[config.mk]
export PLATFORM = sky130hd
export DESIGN_NAME = mandelbrot_pixel_engine_flat
export DESIGN_NICKNAME = d
export VERILOG_FILES = /design/src/mpe_pkg.sv /design/src/mpe_ifs.sv /design/src/mandelbrot_pixel_engine.sv /design/src/mpe_cfg.sv /design/src/mpe_mul.sv /design/src/mpe_core.sv /design/src/mpe_color.sv /design/src/flat_wrapper.sv
export SDC_FILE = /design/constraint.sdc
export NUM_CORES = 2
export LEC_CHECK = 0
export BUFFER_PORTS_ARGS = -buffer_cell sky130_fd_sc_hd__buf_2
export CAP_MARGIN = 20
export CORE_MARGIN = 2
export CORE_UTILIZATION = 56
export CTS_CLUSTER_DIAMETER = 120
export DETAILED_ROUTE_END_ITERATION = 6
export GPL_TIMING_DRIVEN = 1
export PLACE_DENSITY = 0.72
export REMOVE_ABC_BUFFERS = 1
export SYNTH_ARGS = -nofsm -noshare
export SYNTH_HDL_FRONTEND = slang
export SYNTH_SLANG_ARGS = --single-unit
[constraint.sdc]
create_clock -name clk -period 18.2 [get_ports clk]
set_input_delay 1.82 -clock clk [delete_from_list [all_inputs] [get_ports clk]]
set_output_delay 1.82 -clock clk [all_outputs]
set_load 0.05 [all_outputs]
[src/mpe_pkg.sv]
`default_nettype none
// ----------------------------------------------------------------------------
// mpe_pkg: shared definitions for the Mandelbrot pixel engine
// Fixed-point constants, register map, configuration struct and the
// elaboration-time color ramp function.
// ----------------------------------------------------------------------------
package mpe_pkg;

  // Image and iteration defaults.
  localparam int IMG_WIDTH_DEF  = 1024;
  localparam int IMG_HEIGHT_DEF = 1024;
  localparam int MAX_ITER_DEF   = 500;

  // Field widths.
  localparam int POS_W   = 10;
  localparam int ITER_W  = 9;
  localparam int RED_W   = 8;
  localparam int GB_W    = 6;
  localparam int Q_W     = 32;
  localparam int STEP_W  = 31;
  localparam int PROD_W  = 2 * Q_W;

  // Signed Q4.28 arithmetic.
  localparam int FRAC_BITS = 28;
  localparam logic [PROD_W-1:0] ESCAPE_LIMIT = 64'h0400_0000_0000_0000;

  // Color ramp.
  localparam int RED_FULL = 255;
  localparam int GB_FULL  = 55;

  // Configuration register map (word index = paddr[3:2]).
  localparam int ADDR_W = 4;
  localparam logic [1:0] REG_CENTER_RE  = 2'd0;
  localparam logic [1:0] REG_CENTER_IM  = 2'd1;
  localparam logic [1:0] REG_PIXEL_STEP = 2'd2;

  localparam logic signed [Q_W-1:0] CENTER_RE_RST  = -32'sd134217728;
  localparam logic signed [Q_W-1:0] CENTER_IM_RST  = 32'sd0;
  localparam logic [STEP_W-1:0]     PIXEL_STEP_RST = 31'd786432;

  typedef struct packed {
    logic signed [Q_W-1:0] center_re;
    logic signed [Q_W-1:0] center_im;
    logic [STEP_W-1:0]     pixel_step;
  } cfg_t;

  // Control from the iteration sequencer to the color stage.
  typedef struct packed {
    logic valid;
    logic escaped;
  } res_ctl_t;

  // Saturate a wide signed sum to signed Q4.28.
  function automatic logic signed [Q_W-1:0] sat_q(input logic signed [PROD_W:0] v);
    logic signed [Q_W-1:0] r;
    if (!v[PROD_W] && (|v[PROD_W-1:Q_W-1])) begin
      r = {1'b0, {(Q_W-1){1'b1}}};
    end else if (v[PROD_W] && !(&v[PROD_W-1:Q_W-1])) begin
      r = {1'b1, {(Q_W-1){1'b0}}};
    end else begin
      r = v[Q_W-1:0];
    end
    return r;
  endfunction

  // floor(full * (n / max_iter)^0.58), evaluated at elaboration only.
  function automatic int gamma_level(input int n, input int max_iter, input int full);
    real g;
    int  r;
    if (n <= 0) begin
      r = 0;
    end else begin
      g = $pow(real'(n), 0.58) * $pow(real'(max_iter), -0.58);
      r = int'($floor(real'(full) * g));
      if (r > full) begin
        r = full;
      end
    end
    return r;
  endfunction

endpackage
`default_nettype wire

[src/mpe_ifs.sv]
`default_nettype none
// ----------------------------------------------------------------------------
// mpe_ifs: valid/ready channel interfaces of the Mandelbrot pixel engine
// Pixel coordinate channel and pixel result channel.
// ----------------------------------------------------------------------------
interface mpe_pixel_if import mpe_pkg::*; ();
  logic             valid;
  logic             ready;
  logic [POS_W-1:0] x_pos;
  logic [POS_W-1:0] y_pos;

  modport source (output valid, output x_pos, output y_pos, input ready);
  modport sink   (input valid, input x_pos, input y_pos, output ready);
endinterface

interface mpe_result_if import mpe_pkg::*; ();
  logic              valid;
  logic              ready;
  logic [ITER_W-1:0] iter_count;
  logic [RED_W-1:0]  red;
  logic [GB_W-1:0]   green;
  logic [GB_W-1:0]   blue;

  modport source (output valid, output iter_count, output red, output green,
                  output blue, input ready);
  modport sink   (input valid, input iter_count, input red, input green,
                  input blue, output ready);
endinterface
`default_nettype wire

[src/mandelbrot_pixel_engine.sv]
`default_nettype none
// Each iteration of z runs through S_SQ_RE, S_SQ_IM, S_CHECK and S_UPDATE on the
// shared multiplier. The engine works on one pixel at a time: the input is ready
// only while the sequencer is idle, and an unread result stalls it only once the
// next pixel has finished too.
// Reset: synchronous, active low; control and configuration registers are reset.
// ----------------------------------------------------------------------------
// mandelbrot_pixel_engine: Mandelbrot escape-time pixel engine
// Maps a pixel to the complex plane, counts iterations to escape and colors it.
// ----------------------------------------------------------------------------
module mandelbrot_pixel_engine import mpe_pkg::*; #(
  parameter int IMG_WIDTH  = IMG_WIDTH_DEF,
  parameter int IMG_HEIGHT = IMG_HEIGHT_DEF,
  parameter int MAX_ITER   = MAX_ITER_DEF
) (
  input  wire logic              clk,
  input  wire logic              rst_n,
  mpe_pixel_if.sink              in_pix,
  mpe_result_if.source           out_pix,
  input  wire logic              psel,
  input  wire logic              penable,
  input  wire logic              pwrite,
  input  wire logic [ADDR_W-1:0] paddr,
  input  wire logic [31:0]       pwdata,
  output logic      [31:0]       prdata,
  output logic                   pready
);

  localparam int CNT_W = $clog2(MAX_ITER + 1);

  cfg_t             cfg;
  res_ctl_t         res;
  logic [CNT_W-1:0] res_count;
  logic             res_ready;

  mpe_cfg u_cfg (
    .clk     (clk),
    .rst_n   (rst_n),
    .psel    (psel),
    .penable (penable),
    .pwrite  (pwrite),
    .paddr   (paddr),
    .pwdata  (pwdata),
    .prdata  (prdata),
    .pready  (pready),
    .cfg     (cfg)
  );

  mpe_core #(
    .IMG_WIDTH  (IMG_WIDTH),
    .IMG_HEIGHT (IMG_HEIGHT),
    .MAX_ITER   (MAX_ITER),
    .CNT_W      (CNT_W)
  ) u_core (
    .clk       (clk),
    .rst_n     (rst_n),
    .cfg       (cfg),
    .pix       (in_pix),
    .res       (res),
    .res_count (res_count),
    .res_ready (res_ready)
  );

  mpe_color #(
    .MAX_ITER (MAX_ITER),
    .CNT_W    (CNT_W)
  ) u_color (
    .clk       (clk),
    .rst_n     (rst_n),
    .res       (res),
    .res_count (res_count),
    .res_ready (res_ready),
    .out       (out_pix)
  );

endmodule
`default_nettype wire

[src/mpe_cfg.sv]
`default_nettype none
// ----------------------------------------------------------------------------
// mpe_cfg: APB configuration registers
// View center and pixel step, written and read over an APB-style port.
// ----------------------------------------------------------------------------
module mpe_cfg import mpe_pkg::*; (
  input  wire logic              clk,
  input  wire logic              rst_n,
  input  wire logic              psel,
  input  wire logic              penable,
  input  wire logic              pwrite,
  input  wire logic [ADDR_W-1:0] paddr,
  input  wire logic [31:0]       pwdata,
  output logic      [31:0]       prdata,
  output logic                   pready,
  output cfg_t                   cfg
);

  cfg_t       cfg_r;
  logic       wr_en;
  logic [1:0] reg_idx;

  assign pready  = 1'b1;
  assign wr_en   = psel && penable && pwrite;
  assign reg_idx = paddr[3:2];
  assign cfg     = cfg_r;

  always_ff @(posedge clk) begin
    if (!rst_n) begin
      cfg_r.center_re  <= CENTER_RE_RST;
      cfg_r.center_im  <= CENTER_IM_RST;
      cfg_r.pixel_step <= PIXEL_STEP_RST;
    end else if (wr_en) begin
      unique case (reg_idx)
        REG_CENTER_RE:  cfg_r.center_re  <= pwdata;
        REG_CENTER_IM:  cfg_r.center_im  <= pwdata;
        REG_PIXEL_STEP: cfg_r.pixel_step <= pwdata[STEP_W-1:0];
        default: ;
      endcase
    end
  end

  always_comb begin
    unique case (reg_idx)
      REG_CENTER_RE:  prdata = cfg_r.center_re;
      REG_CENTER_IM:  prdata = cfg_r.center_im;
      REG_PIXEL_STEP: prdata = {1'b0, cfg_r.pixel_step};
      default:        prdata = '0;
    endcase
  end

endmodule
`default_nettype wire

[src/mpe_mul.sv]
`default_nettype none
// ----------------------------------------------------------------------------
// mpe_mul: shared signed multiplier
// One 32x32 signed product per cycle with a registered result.
// ----------------------------------------------------------------------------
module mpe_mul import mpe_pkg::*; (
  input  wire logic                     clk,
  input  wire logic signed [Q_W-1:0]    op_a,
  input  wire logic signed [Q_W-1:0]    op_b,
  output logic signed      [PROD_W-1:0] prod
);

  logic signed [PROD_W-1:0] prod_r;

  always_ff @(posedge clk) begin
    prod_r <= op_a * op_b;
  end

  assign prod = prod_r;

endmodule
`default_nettype wire

[src/mpe_core.sv]
`default_nettype none
// ----------------------------------------------------------------------------
// mpe_core: coordinate mapping and escape-time sequencer
// Maps a pixel to c and iterates z = z*z + c on the shared multiplier.
// ----------------------------------------------------------------------------
module mpe_core import mpe_pkg::*; #(
  parameter int IMG_WIDTH  = IMG_WIDTH_DEF,
  parameter int IMG_HEIGHT = IMG_HEIGHT_DEF,
  parameter int MAX_ITER   = MAX_ITER_DEF,
  parameter int CNT_W      = $clog2(MAX_ITER + 1)
) (
  input  wire logic             clk,
  input  wire logic             rst_n,
  input  wire cfg_t             cfg,
  mpe_pixel_if.sink             pix,
  output res_ctl_t              res,
  output logic [CNT_W-1:0]      res_count,
  input  wire logic             res_ready
);

  localparam logic [3:0] S_IDLE    = 4'd0;
  localparam logic [3:0] S_MAP_X   = 4'd1;
  localparam logic [3:0] S_MAP_Y   = 4'd2;
  localparam logic [3:0] S_MAP_FIN = 4'd3;
  localparam logic [3:0] S_SQ_RE   = 4'd4;
  localparam logic [3:0] S_SQ_IM   = 4'd5;
  localparam logic [3:0] S_CHECK   = 4'd6;
  localparam logic [3:0] S_UPDATE  = 4'd7;
  localparam logic [3:0] S_DONE    = 4'd8;

  localparam logic signed [Q_W-1:0] SIZE_X = Q_W'(IMG_WIDTH);
  localparam logic signed [Q_W-1:0] SIZE_Y = Q_W'(IMG_HEIGHT);
  localparam logic [CNT_W-1:0]      LAST_K = CNT_W'(MAX_ITER);

  logic [3:0]               state_r, state_nxt;
  logic [POS_W-1:0]         x_r, y_r;
  logic signed [Q_W-1:0]    cre_r, cim_r;
  logic signed [Q_W-1:0]    re_r, im_r;
  logic signed [PROD_W-1:0] rr_r, diff_r;
  logic [CNT_W-1:0]         k_r, count_r;
  logic                     escaped_r;

  logic signed [Q_W-1:0]    op_a, op_b, off_x, off_y, step_s;
  logic signed [PROD_W-1:0] prod;
  logic signed [PROD_W:0]   map_re, map_im, upd_re, upd_im;
  logic [PROD_W-1:0]        mag;
  logic                     escape, accept;

  mpe_mul u_mul (
    .clk  (clk),
    .op_a (op_a),
    .op_b (op_b),
    .prod (prod)
  );

  assign pix.ready = (state_r == S_IDLE);
  assign accept    = pix.valid && pix.ready;

  // Offsets are 2*pos - size, in half pixel steps.
  assign off_x  = $signed({{(Q_W-POS_W-1){1'b0}}, x_r, 1'b0}) - SIZE_X;
  assign off_y  = $signed({{(Q_W-POS_W-1){1'b0}}, y_r, 1'b0}) - SIZE_Y;
  assign step_s = $signed({1'b0, cfg.pixel_step});

  always_comb begin
    unique case (state_r)
      S_MAP_X: begin
        op_a = off_x;
        op_b = step_s;
      end
      S_MAP_Y: begin
        op_a = off_y;
        op_b = step_s;
      end
      S_SQ_RE: begin
        op_a = re_r;
        op_b = re_r;
      end
      S_SQ_IM: begin
        op_a = im_r;
        op_b = im_r;
      end
      default: begin
        op_a = re_r;
        op_b = im_r;
      end
    endcase
  end

  assign map_re = (PROD_W+1)'(prod >>> 1) + (PROD_W+1)'(cfg.center_re);
  assign map_im = (PROD_W+1)'(prod >>> 1) + (PROD_W+1)'(cfg.center_im);
  assign upd_re = (PROD_W+1)'(diff_r >>> FRAC_BITS) + (PROD_W+1)'(cre_r);
  assign upd_im = (PROD_W+1)'(prod >>> (FRAC_BITS - 1)) + (PROD_W+1)'(cim_r);

  // Both squares are non-negative, so the magnitude fits unsigned 64 bits.
  assign mag    = unsigned'(rr_r) + unsigned'(prod);
  assign escape = mag > ESCAPE_LIMIT;

  always_comb begin
    state_nxt = state_r;
    unique case (state_r)
      S_IDLE:    if (accept) state_nxt = S_MAP_X;
      S_MAP_X:   state_nxt = S_MAP_Y;
      S_MAP_Y:   state_nxt = S_MAP_FIN;
      S_MAP_FIN: state_nxt = S_SQ_RE;
      S_SQ_RE:   state_nxt = S_SQ_IM;
      S_SQ_IM:   state_nxt = S_CHECK;
      S_CHECK: begin
        if (escape || (k_r == LAST_K)) begin
          state_nxt = S_DONE;
        end else begin
          state_nxt = S_UPDATE;
        end
      end
      S_UPDATE:  state_nxt = S_SQ_RE;
      S_DONE:    if (res_ready) state_nxt = S_IDLE;
      default:   state_nxt = S_IDLE;
    endcase
  end

  always_ff @(posedge clk) begin
    if (!rst_n) begin
      state_r <= S_IDLE;
    end else begin
      state_r <= state_nxt;
    end
  end

  // The check of pass k tests the z produced by update k-1; z = 0 never escapes.
  always_ff @(posedge clk) begin
    if (accept) begin
      x_r <= pix.x_pos;
      y_r <= pix.y_pos;
    end
    unique case (state_r)
      S_MAP_Y: cre_r <= sat_q(map_re);
      S_MAP_FIN: begin
        cim_r <= sat_q(map_im);
        re_r  <= '0;
        im_r  <= '0;
        k_r   <= '0;
      end
      S_SQ_IM: rr_r <= prod;
      S_CHECK: begin
        diff_r <= rr_r - prod;
        if (escape) begin
          count_r   <= k_r - CNT_W'(1);
          escaped_r <= 1'b1;
        end else begin
          count_r   <= k_r;
          escaped_r <= 1'b0;
        end
      end
      S_UPDATE: begin
        re_r <= sat_q(upd_re);
        im_r <= sat_q(upd_im);
        k_r  <= k_r + CNT_W'(1);
      end
      default: ;
    endcase
  end

  assign res.valid   = (state_r == S_DONE);
  assign res.escaped = escaped_r;
  assign res_count   = count_r;

endmodule
`default_nettype wire

[src/mpe_color.sv]
`default_nettype none
// ----------------------------------------------------------------------------
// mpe_color: color ramp lookup and result register
// Looks up the gamma ramp for an escape count and holds the pixel result.
// ----------------------------------------------------------------------------
module mpe_color import mpe_pkg::*; #(
  parameter int MAX_ITER = MAX_ITER_DEF,
  parameter int CNT_W    = $clog2(MAX_ITER + 1)
) (
  input  wire logic             clk,
  input  wire logic             rst_n,
  input  wire res_ctl_t         res,
  input  wire logic [CNT_W-1:0] res_count,
  output logic                  res_ready,
  mpe_result_if.source          out
);

  localparam int IDX_W = (MAX_ITER > 1) ? $clog2(MAX_ITER) : 1;

  logic [RED_W-1:0]  red_tab [MAX_ITER];
  logic [GB_W-1:0]   gb_tab  [MAX_ITER];
  logic [IDX_W-1:0]  idx;
  logic              accept;

  logic              out_valid_r;
  logic [ITER_W-1:0] iter_r;
  logic [RED_W-1:0]  red_r;
  logic [GB_W-1:0]   gb_r;

  for (genvar n = 0; n < MAX_ITER; n++) begin : g_tab
    localparam int RedVal = gamma_level(n, MAX_ITER, RED_FULL);
    localparam int GbVal  = gamma_level(n, MAX_ITER, GB_FULL);
    assign red_tab[n] = RED_W'(RedVal);
    assign gb_tab[n]  = GB_W'(GbVal);
  end

  assign idx       = res_count[IDX_W-1:0];
  assign res_ready = !out_valid_r || out.ready;
  assign accept    = res.valid && res_ready;

  always_ff @(posedge clk) begin
    if (!rst_n) begin
      out_valid_r <= 1'b0;
    end else if (accept) begin
      out_valid_r <= 1'b1;
    end else if (out.ready) begin
      out_valid_r <= 1'b0;
    end
  end

  // Points inside the set are black.
  always_ff @(posedge clk) begin
    if (accept) begin
      iter_r <= ITER_W'(res_count);
      red_r  <= res.escaped ? red_tab[idx] : '0;
      gb_r   <= res.escaped ? gb_tab[idx] : '0;
    end
  end

  assign out.valid      = out_valid_r;
  assign out.iter_count = iter_r;
  assign out.red        = red_r;
  assign out.green      = gb_r;
  assign out.blue       = gb_r;

endmodule
`default_nettype wire
[src/flat_wrapper.sv]
// flat-port wrapper written by rule: the top's interface ports become plain ports
module mandelbrot_pixel_engine_flat import mpe_pkg::*;
#(
  parameter int IMG_WIDTH  = IMG_WIDTH_DEF,
  parameter int IMG_HEIGHT = IMG_HEIGHT_DEF,
  parameter int MAX_ITER   = MAX_ITER_DEF
)
  (clk, rst_n, psel, penable, pwrite, paddr, pwdata, prdata, pready, in_pix_valid, in_pix_x_pos, in_pix_y_pos, in_pix_ready, out_pix_valid, out_pix_iter_count, out_pix_red, out_pix_green, out_pix_blue, out_pix_ready);
  mpe_pixel_if in_pix_i ();
  mpe_result_if out_pix_i ();
  input  wire logic clk;
  input  wire logic rst_n;
  input  wire logic psel;
  input  wire logic penable;
  input  wire logic pwrite;
  input  wire logic [ADDR_W-1:0] paddr;
  input  wire logic [31:0] pwdata;
  output logic      [31:0] prdata;
  output logic pready;
  input wire logic [$bits(in_pix_i.valid)-1:0] in_pix_valid;
  input wire logic [$bits(in_pix_i.x_pos)-1:0] in_pix_x_pos;
  input wire logic [$bits(in_pix_i.y_pos)-1:0] in_pix_y_pos;
  output wire logic [$bits(in_pix_i.ready)-1:0] in_pix_ready;
  output wire logic [$bits(out_pix_i.valid)-1:0] out_pix_valid;
  output wire logic [$bits(out_pix_i.iter_count)-1:0] out_pix_iter_count;
  output wire logic [$bits(out_pix_i.red)-1:0] out_pix_red;
  output wire logic [$bits(out_pix_i.green)-1:0] out_pix_green;
  output wire logic [$bits(out_pix_i.blue)-1:0] out_pix_blue;
  input wire logic [$bits(out_pix_i.ready)-1:0] out_pix_ready;
  assign in_pix_i.valid = in_pix_valid;
  assign in_pix_i.x_pos = in_pix_x_pos;
  assign in_pix_i.y_pos = in_pix_y_pos;
  assign in_pix_ready = in_pix_i.ready;
  assign out_pix_valid = out_pix_i.valid;
  assign out_pix_iter_count = out_pix_i.iter_count;
  assign out_pix_red = out_pix_i.red;
  assign out_pix_green = out_pix_i.green;
  assign out_pix_blue = out_pix_i.blue;
  assign out_pix_i.ready = out_pix_ready;
  mandelbrot_pixel_engine #(.IMG_WIDTH(IMG_WIDTH), .IMG_HEIGHT(IMG_HEIGHT), .MAX_ITER(MAX_ITER)) u_core (.clk(clk), .rst_n(rst_n), .in_pix(in_pix_i), .out_pix(out_pix_i), .psel(psel), .penable(penable), .pwrite(pwrite), .paddr(paddr), .pwdata(pwdata), .prdata(prdata), .pready(pready));
endmodule
==> summary.md <==
| Metric | Value |
|---|---|
| Syn Std Cell Area | `0.0733 mm²` |
| Total clock buffers created by CTS | `between 50 and 60` |
| Max-Cap Viols | `0` |
| Largest net degree at the start of global routing | `74` |
| R2R setup slack | `around 5.4 ns` |
| Hold violation count in the final report | `0` |
| CP arrival | `roughly 13 ns` |
| Period utilization | `0.701` |
| CP max stage cell | `buf_4` |
| Worst Min Path Start | `u_core.u_cfg.cfg[0]$_SDFFE_PN0P_` |
| Post-synth ARST share | `0` |
| HPWL Detailed | `just over 200000 µm` |
| Peak Freq | `just under 80 MHz` |
| Port-buffer cells | `~120` |
| Post-synthesis compound-gate area fraction | `0.165` |
| First-pass DRT Iterations | `6` |
| Crit. End Element | `register` |
| Final Max Slew Viols | `0` |
| Sequential area share after synthesis | `0.164` |
| Status | `completed` |
| Reg2reg path depth | `39` |
| Via count | `roughly 64000` |
| # rows | `132` |
| Most used cell, CP | `fa_1` |
| Final Setup Violations | `0` |
| Worst hold path depth | `2` |
| Number of flops mapped to enable cells by yosys | `slightly below 300` |
| FF+latch count, synth | `approximately 450` |
| First-pass GRT wire length | `390000 µm` |
| R2r endpoint | `u_core.u_core.u_mul.prod[60]$_DFF_P_` |
| Routed Antenna Nets | `0` |
| Slew HR | `0.134` |
| Clk Latency, worst-skew pair | `about 0.7 ns` |
| Hold Path Sink | `u_core.u_cfg.cfg[0]$_SDFFE_PN0P_` |
| Synthesis-to-layout area growth | `6.39%` |
| Nets | `approximately 10000` |
| Root Buffer | `clkbuf_16` |
| WL final | `256000 µm` |
| Chip Width | `~370 µm` |
| Cells after Synth | `about 8600` |
| Cts hold-fix bufs | `0` |
| Worst-path maximum fanout | `71` |
| # resized after CTS | `0` |
| Synth Area in Simple Gates | `0.159` |
| Xor/xnor cell area share of the yosys netlist | `0.0364` |
| Critical path class | `reg2reg` |
| Core area | `~0.13 mm²` |
| Vias in the first global route | `between 60000 and 70000` |
| # DRC | `0` |
| Distinct cells, synth | `90` |
| Hold crit path type | `reg2reg` |
| RSZ-0062 raised after global routing | `no` |
| Critical Path RT | `about 19 ns` |
| Number of DRC markers in iteration 0 | `7055` |
| Final GP Congestion | `~1.0` |
| CP max stage delay | `approximately 0.73 ns` |
| Layout cells sized above 1 | `0.0587` |
| Initial Util | `0.565` |
| Antenna violations before repair | `26` |
| Syn avg cell area | `between 8 and 9 µm²` |
| TritonCTS clock tree | `yes` |
| Bufs on Longest Clock Path | `3` |
| Synth warn | `0` |
| Ys flop type | `edfxtp_1` |
| Post-synthesis mux area share | `0.00726` |
| FF-to-FF Start | `u_core.u_core.state_r[2]$_SDFFE_PN0P_` |
| Clock sink count | `between 400 and 500` |
| GRT Util Overall | `0.382` |
| H-tree Lvls | `2` |
| Adder-cell area share of the yosys netlist | `0.387` |
| Vias/cell | `between 6 and 7` |
| Die Span Y | `~370 µm` |
| Tightest Pin Transition | `1.27 ns` |
| Global route overflow | `0` |
| Worst setup SP type | `register` |
| Post-Route Skew | `between 0.03 and 0.04 ns` |
| Setup bufs post-CTS | `0` |
| TNS Setup | `0 ns` |
| Post-route minimum period | `~13 ns` |
| Clock-pin slew on the worst setup and hold paths | `about 0.070 ns` |
| Drt wl/cell | `approximately 25 µm` |
| Die area | `0.134 mm²` |
| Boundary Pins | `approximately 130` |
| Largest family of logic cells by synthesized area | `adder cells` |
worst max-delay path, delay by kind of cell (launching register included):
family | cells | cell delay [ns]
and+or+nand+nor | 5 | 1.08
DFF | 1 | 0.54
AOI/OAI and AO/OA | 15 | 4.40
buffers and inverters | 10 | 2.20
adders and majority gates | 9 | 4.34
synthesized netlist by cell type (33+ instances only):
cell type,n,area (µm²)
a31oi_1,50,313
xor2_1,105,920
o211ai_1,39,293
xnor2_1,200,1750
nand2b_1,71,444
mux2i_1,43,430
dfxtp_1,164,3280
a221oi_1,33,289
edfxtp_1,290,8710
fa_1,1087,21800
a21o_1,191,1430
nand2_1,1063,3990
a21boi_0,105,788
nand3_1,122,611
o31ai_1,51,383
nor3_1,119,596
and3_1,33,206
inv_1,1130,4240
nor4_1,67,419
nand4_1,80,500
and2_1,55,344
nor2b_1,69,432
buf_1,33,124
nor2_1,896,3360
a211oi_1,57,428
ha_1,526,6580
clkbuf_1,402,1510
o21a_1,35,263
o21bai_1,59,443
o21ai_0,458,2290
a21oi_1,532,2660
worst max path at each step:
stage,startpoint,to,slack [ns],cells after the start
after floorplan,u_core.u_core.state_r[1]$_SDFFE_PN0P_,u_core.u_core.u_mul.prod[62]$_DFF_P_,4.09,33
after global placement,u_core.u_core.state_r[2]$_SDFFE_PN0P_,u_core.u_core.u_mul.prod[62]$_DFF_P_,5.81,39
after detailed placement,u_core.u_core.state_r[2]$_SDFFE_PN0P_,u_core.u_core.u_mul.prod[59]$_DFF_P_,5.57,36
after CTS,u_core.u_core.state_r[2]$_SDFFE_PN0P_,u_core.u_core.u_mul.prod[59]$_DFF_P_,5.51,36
after global routing,u_core.u_core.state_r[2]$_SDFFE_PN0P_,u_core.u_core.u_mul.prod[60]$_DFF_P_,4.86,39
final,u_core.u_core.state_r[2]$_SDFFE_PN0P_,u_core.u_core.u_mul.prod[60]$_DFF_P_,5.44,39
per-stage QoR:
step	hold WS (ns)	instance area (µm²)	cells	setup WS [ns]	util
finish	0.484	78000	10300	5.44	0.601
global route	0.504	78000	10300	4.86	0.601
CTS	0.482	77900	10300	5.51	0.601
detailed placement	0.459	76000	10200	5.57	0.586
global placement	0.461	76000	10200	5.81	0.586
floorplan	0.438	71600	8123	4.09	-
layout make-up:
class,instances,area [µm²]
repair buffers,307,2020
multi-input cells,6536,55600
flip-flops and latches,454,12000
clock buffers,72,1600
well taps,1742,2180
fillers,11400,51700
inverters,1133,4250
diodes,11,27.5
clock inverters,32,332
sequential cells by signal (all words and copies together) (netlist names), 32 cells and up:
name and count:
u_core.u_core.cim_r 32, u_core.u_core.rr_r 64, u_core.u_core.u_mul.prod 64, u_core.u_core.cre_r 32, u_core.u_core.re_r 32, u_core.u_cfg.cfg 95, u_core.u_core.diff_r 36, u_core.u_core.im_r 32
logic make-up after synthesis:
kind of cell             count (synthesis)
adder cells (fa/ha/maj)               1613
flip-flops                             454
XOR/XNOR                               305
multiplexers                            49
buffers and inverters                 1580
AO/OA/AOI/OAI                         1891
other                                    1
AND/OR/NAND/NOR                       2677
metal layers:
metal / vias up / global-route usage / part of all wire
li1: 28300 / - / -
met1: 31700 / 0.517 / 0.39
met2: 3419 / 0.567 / 0.43
met3: 640 / 0.103 / 0.12
met4: 16 / 0.188 / 0.058
met5: - / 0 / 0.00055
cells in the final DEF (no fill, tap or decap), types with 24 or more instances in the layout:
cell	instances
a211oi_1	57
a21boi_0	105
a21o_1	191
a21oi_1	519
a221o_1	24
a31oi_1	49
and2_1	55
and3_1	33
buf_2	122
buf_4	183
clkbuf_16	60
dfxtp_1	164
edfxtp_1	290
fa_1	1087
ha_1	526
inv_1	1129
mux2i_1	43
nand2_1	1063
nand2b_1	71
nand3_1	122
nand4_1	80
nor2_1	893
nor2b_1	67
nor3_1	114
nor4_1	67
o211ai_1	39
o21a_1	35
o21ai_0	458
o21bai_1	59
o31ai_1	51
xnor2_1	200
xor2_1	105
Power is not shown: default switching activity piles up to over one toggle a cycle in this logic, so the estimate is an artifact.
